### config.mk
export PLATFORM = sky130hd
export DESIGN_NAME = cht_ctrl
export DESIGN_NICKNAME = d
export VERILOG_FILES = /design/src/sv/cht_pkg.sv /design/src/sv/cht_ctrl.sv
export SDC_FILE = /design/constraint.sdc
export NUM_CORES = 1
export LEC_CHECK = 0
export BUFFER_PORTS_ARGS = -buffer_cell sky130_fd_sc_hd__buf_2
export CAP_MARGIN = 20
export CORE_AREA = 2 2 39 41
export DETAILED_ROUTE_END_ITERATION = 7
export DIE_AREA = 0 0 41 43
export PLACE_DENSITY = 0.46
export SLEW_MARGIN = 20
export SYNTH_ARGS = -nofsm -noshare
export SYNTH_HDL_FRONTEND = slang
export SYNTH_SLANG_ARGS = --single-unit
export TNS_END_PERCENT = 10
### constraint.sdc
create_clock -name clock -period 1.8 [get_ports clock]
set_clock_uncertainty 0.2 [all_clocks]
set_input_delay 0.54 -clock clock [delete_from_list [all_inputs] [get_ports clock]]
set_output_delay 0.54 -clock clock [all_outputs]
set_load 0.005 [all_outputs]
### src/sv/cht_pkg.sv
// shared types and constants for the coverage hit table
package cht_pkg;

   localparam int unsigned    CHT_TABLE_DEPTH     = 1024;
   localparam int unsigned    CHT_CHARS_PER_RUN   = 10;
   localparam logic [63:0]    CHT_CODE_BASE_RESET = 64'h0000_0001_0000_0000;
   localparam int unsigned    CHT_CNT_OUT_W       = 11;

   typedef struct packed {
      logic              func;
      logic signed [7:0] char_value;
      logic [7:0]        position;
   } cht_req_type;

   typedef struct packed {
      logic [31:0] hits_of_entry;
      logic        inserted;
      logic        dropped;
      logic [10:0] entries_used;
      logic [10:0] new_in_run;
      logic        interesting;
      logic [63:0] all_hits;
   } cht_rsp_type;

   typedef struct packed {
      logic load;
      logic clear_run;
      logic form;
      logic scan;
      logic hit_upd;
      logic insert;
      logic drop;
   } cht_cmd_type;

   typedef struct packed {
      logic is_record;
      logic in_range;
      logic match;
      logic exhausted;
      logic full;
   } cht_sts_type;

endpackage

### src/sv/cht_ctrl.sv
// controller state machine for the coverage hit table
module cht_ctrl
   import cht_pkg::*;
(
   input  logic        clock,
   input  logic        reset,
   input  logic        start,
   input  cht_sts_type sts,
   output cht_cmd_type cmd,
   output logic        busy,
   output logic        rsp_valid
);

   localparam logic [2:0] ST_IDLE   = 3'd0;
   localparam logic [2:0] ST_DECODE = 3'd1;
   localparam logic [2:0] ST_SCAN   = 3'd2;
   localparam logic [2:0] ST_UPDATE = 3'd3;
   localparam logic [2:0] ST_RESP   = 3'd4;

   logic [2:0] state_ff;
   logic [2:0] state_in;

   always_comb begin
      state_in = state_ff;
      cmd      = '0;
      unique case (state_ff)
         ST_IDLE: begin
            if (start) begin
               cmd.load = 1'b1;
               state_in = ST_DECODE;
            end
         end
         ST_DECODE: begin
            priority if (!sts.is_record) begin
               cmd.clear_run = 1'b1;
               state_in      = ST_RESP;
            end else if (!sts.in_range) begin
               state_in = ST_RESP;
            end else begin
               cmd.form = 1'b1;
               state_in = ST_SCAN;
            end
         end
         ST_SCAN: begin
            priority if (sts.match) begin
               state_in = ST_UPDATE;
            end else if (sts.exhausted) begin
               if (sts.full) begin
                  cmd.drop = 1'b1;
               end else begin
                  cmd.insert = 1'b1;
               end
               state_in = ST_RESP;
            end else begin
               cmd.scan = 1'b1;
            end
         end
         ST_UPDATE: begin
            cmd.hit_upd = 1'b1;
            state_in    = ST_RESP;
         end
         ST_RESP: begin
            state_in = ST_IDLE;
         end
         default: begin
            state_in = ST_IDLE;
         end
      endcase
   end

   always_ff @(posedge clock) begin
      if (reset) begin
         state_ff <= ST_IDLE;
      end else begin
         state_ff <= state_in;
      end
   end

   assign busy      = (state_ff != ST_IDLE);
   assign rsp_valid = (state_ff == ST_RESP);

endmodule

==> key figures <==
Finish
  • Final core utilization: 28.0%
  • Layout cell share with drive strength beyond 1: 60.0%
  • Commonest non-fill, non-tap cell in the layout: buf_2
  • Diodes inserted: 0
  • Top flop regs: state_ff (3)
  • Number of nets in the final layout: 59
  • Most frequent cells in the layout: buf_2 (15), nor2_1 (3), clkbuf_4 (3), buf_4 (3)
  • Max FFs per register: 3
  • Synth-to-layout area growth: 73.2%
  • Final non-filler cell total: 66
  • Register name with the most flops: state_ff

Route
  • DR DRC count: 0
  • WL/cell: 8.02 µm
  • Vias: 261
  • Final wirelength: 529 µm
  • First-pass detailed-route iteration total: 2
  • Remaining antenna violation count: 0
  • Via/cell ratio: between 3 and 4
  • Iter 0 DRT Violations: 3

Placement
  • # port buffers: 16
  • Dpl cells: 61
  • Pre-CTS WS: -0.147 ns
  • Final HPWL DP: 446 µm
  • GPL Wtd Cong: between 0.6 and 0.7

Global routing
  • Initial antenna violation count: 0
  • Tot GR Track Use: under 10%
  • Vias in the first global route: 228
  • Largest net degree at the start of global routing: 9
  • First-pass GRT wire length: 848 µm
  • Residual overflow from global routing: 0

Power and ir drop
  • Power Internal: 178 µW
  • Sw Share: 24.3%
  • Logic pwr share: 19.5%
  • Clk pwr share: 48.5%
  • VDD IR max: roughly 0.00025 V
  • Pwr dens: 607 nW/µm²
  • Seq pwr share: 32.0%
  • Overall power: between 200 and 250 µW
  • Switching Power: 57.2 µW
  • P_leak: 0.000184 µW

Setup path
  • Reg2reg start: state_ff[1]
  • R2r setup slk: ~0.57 ns
  • Critical Path RT: roughly 1.1 ns
  • CP startpoint: state_ff[0]
  • Setup Crit Path Kind: reg2out
  • Slowest-stage cell, CP: dfxtp_4
  • Crit start category: register
  • Crit path max fanout: 7
  • Crit-path max cell delay: 0.36 ns
  • Arrival time of the worst setup path: 1.16 ns
  • CP Capture Type: output port
  • CP cell instances: nor4b_4, nand2_1, nor2_1, buf_2

CTS
  • CTS max path bufs: 2
  • TritonCTS clock tree: built
  • Clk root buf: clkbuf_4
  • Htree depth: 1
  • Reg clk slew, reported paths: approximately 0.030 ns
  • Hold_buf cts: 0
  • Clk Latency, worst-skew pair: 0.23 ns
  • CTS Buf Count: 3
  • CTS sink count: 3

STA
  • Fmax: 0.526 GHz
  • Hold slack: 0.281 ns
  • # setup viols final: 5
  • Final Cycle Share: 106%
  • Slew headroom: 85.5%
  • Fin. Hold Viols: 0
  • Max Transition Viols Final: 0
  • Minimum clock period: 1.90 ns
  • RSZ-0062 raised after global routing: true
  • Worst-Margin Slew: about 0.22 ns
  • Worst Slack Setup Final: -0.101 ns

Floorplanning
  • Io pins: 17
  • DIE HEIGHT: 43 µm
  • Initial Util: 16.2%
  • Chip width: 41 µm
  • FP Rows: 14
  • Core Region: ~1400 µm²
  • DIE AREA: 1760 µm²

Synth
  • Post-synth top flop: dfxtp_1
  • Avg Cell Area, Syn: 8.00 µm²
  • Post-synthesis net count: 36
  • Cell Area, Synth: 224 µm²
  • Flops & latches, synth: 3
  • Top cells by area, synth: dfxtp_1 (27%), nor2_1 (6.7%), nor4b_2 (6.7%)
  • Area leader, netlist: dfxtp_1
  • Cells after synthesis: 28
  • Yosys warns: 0
  • Register area share after synthesis: 26.8%
  • Synth top area share: 26.8%
  • Ys async rst share: 0%
  • Post-synth EDFFs: 0
  • Count of different cell masters after synthesis: 19

Worst hold path
  • Hold_sp: state_ff[0]
  • Worst Hold Class: reg2reg

Status
  • Outcome: complete, but fails checks
  • Violated checks: setup timing

Flow run
  • Max-Cap Viols: 0
-- final timing paths --
path,to,depth (start not counted)
max,cmd[1],4
min,state_ff[0],1
max reg2reg,state_ff[1],4
min reg2reg,state_ff[0],1
-- Yosys cell counts, types with 2 or more instances --
library cell	number
nand2_1	2
nor2_1	4
nor4_1	2
inv_1	2
nor3_1	2
dfxtp_1	3
-- final cells by class --
| type | instances | area [µm²] |
|---|---|---|
| repair buffers | 19 | 109 |
| clock buffers | 4 | 26.3 |
| multi-input cells | 21 | 153 |
| fillers | 159 | 996 |
| flip-flops and latches | 3 | 68.8 |
| well taps | 16 | 20.0 |
| inverters | 3 | 11.3 |
-- per-stage QoR --
step	area, µm²	TNS [ns]
2_1_floorplan	224	0
3_3_place_gp	328	-0.381
3_5_place_dp	328	-0.409
4_1_cts	375	-0.610
5_1_grt	388	-0.921
6_report	388	-0.426
-- cell families after synthesis --
logic type             count (synthesis)  synth area share, %
and+or+nand+nor                       17                 46.4
buffers and inverters                  4                 10.1
AOI/OAI and AO/OA                      3                 12.3
DFF                                    3                 26.8
muxes                                  1                 4.47
-- metal layers --
metal  wire length [µm]  global-route usage [%]  vias up
li1                   -                       -      144
met1                237                    8.33      108
met2                238                    9.69        9
met3                 53                    4.71        0
met4                  0                    6.00        0
met5                  0                       0        -
-- critical path, delay by kind of cell (launching register included) --
kind,cells,cell delay (ns)
buf+inv,1,0.11
simple gates,3,0.46
flops,1,0.36
-- what timing repair did --
action                     in CTS  in global routing
resized for setup               6                  2
pin swaps                       3                  4
buffers inserted                0                  1
cloned                          0                  0
setup endpoints to repair       8                  8
-- power groups by stage --
stage          combinational (µW)  sequential, µW  clock, µW
2_1_floorplan                20.0            75.4          0
3_3_place_gp                 40.9            77.4          0
6_report                     46.0            75.4        114
3_5_place_dp                 40.6            77.1          0
4_1_cts                      43.0            77.0        122
5_1_grt                      51.9            76.8        124
Note: power is estimated with default switching activity, not from simulation.
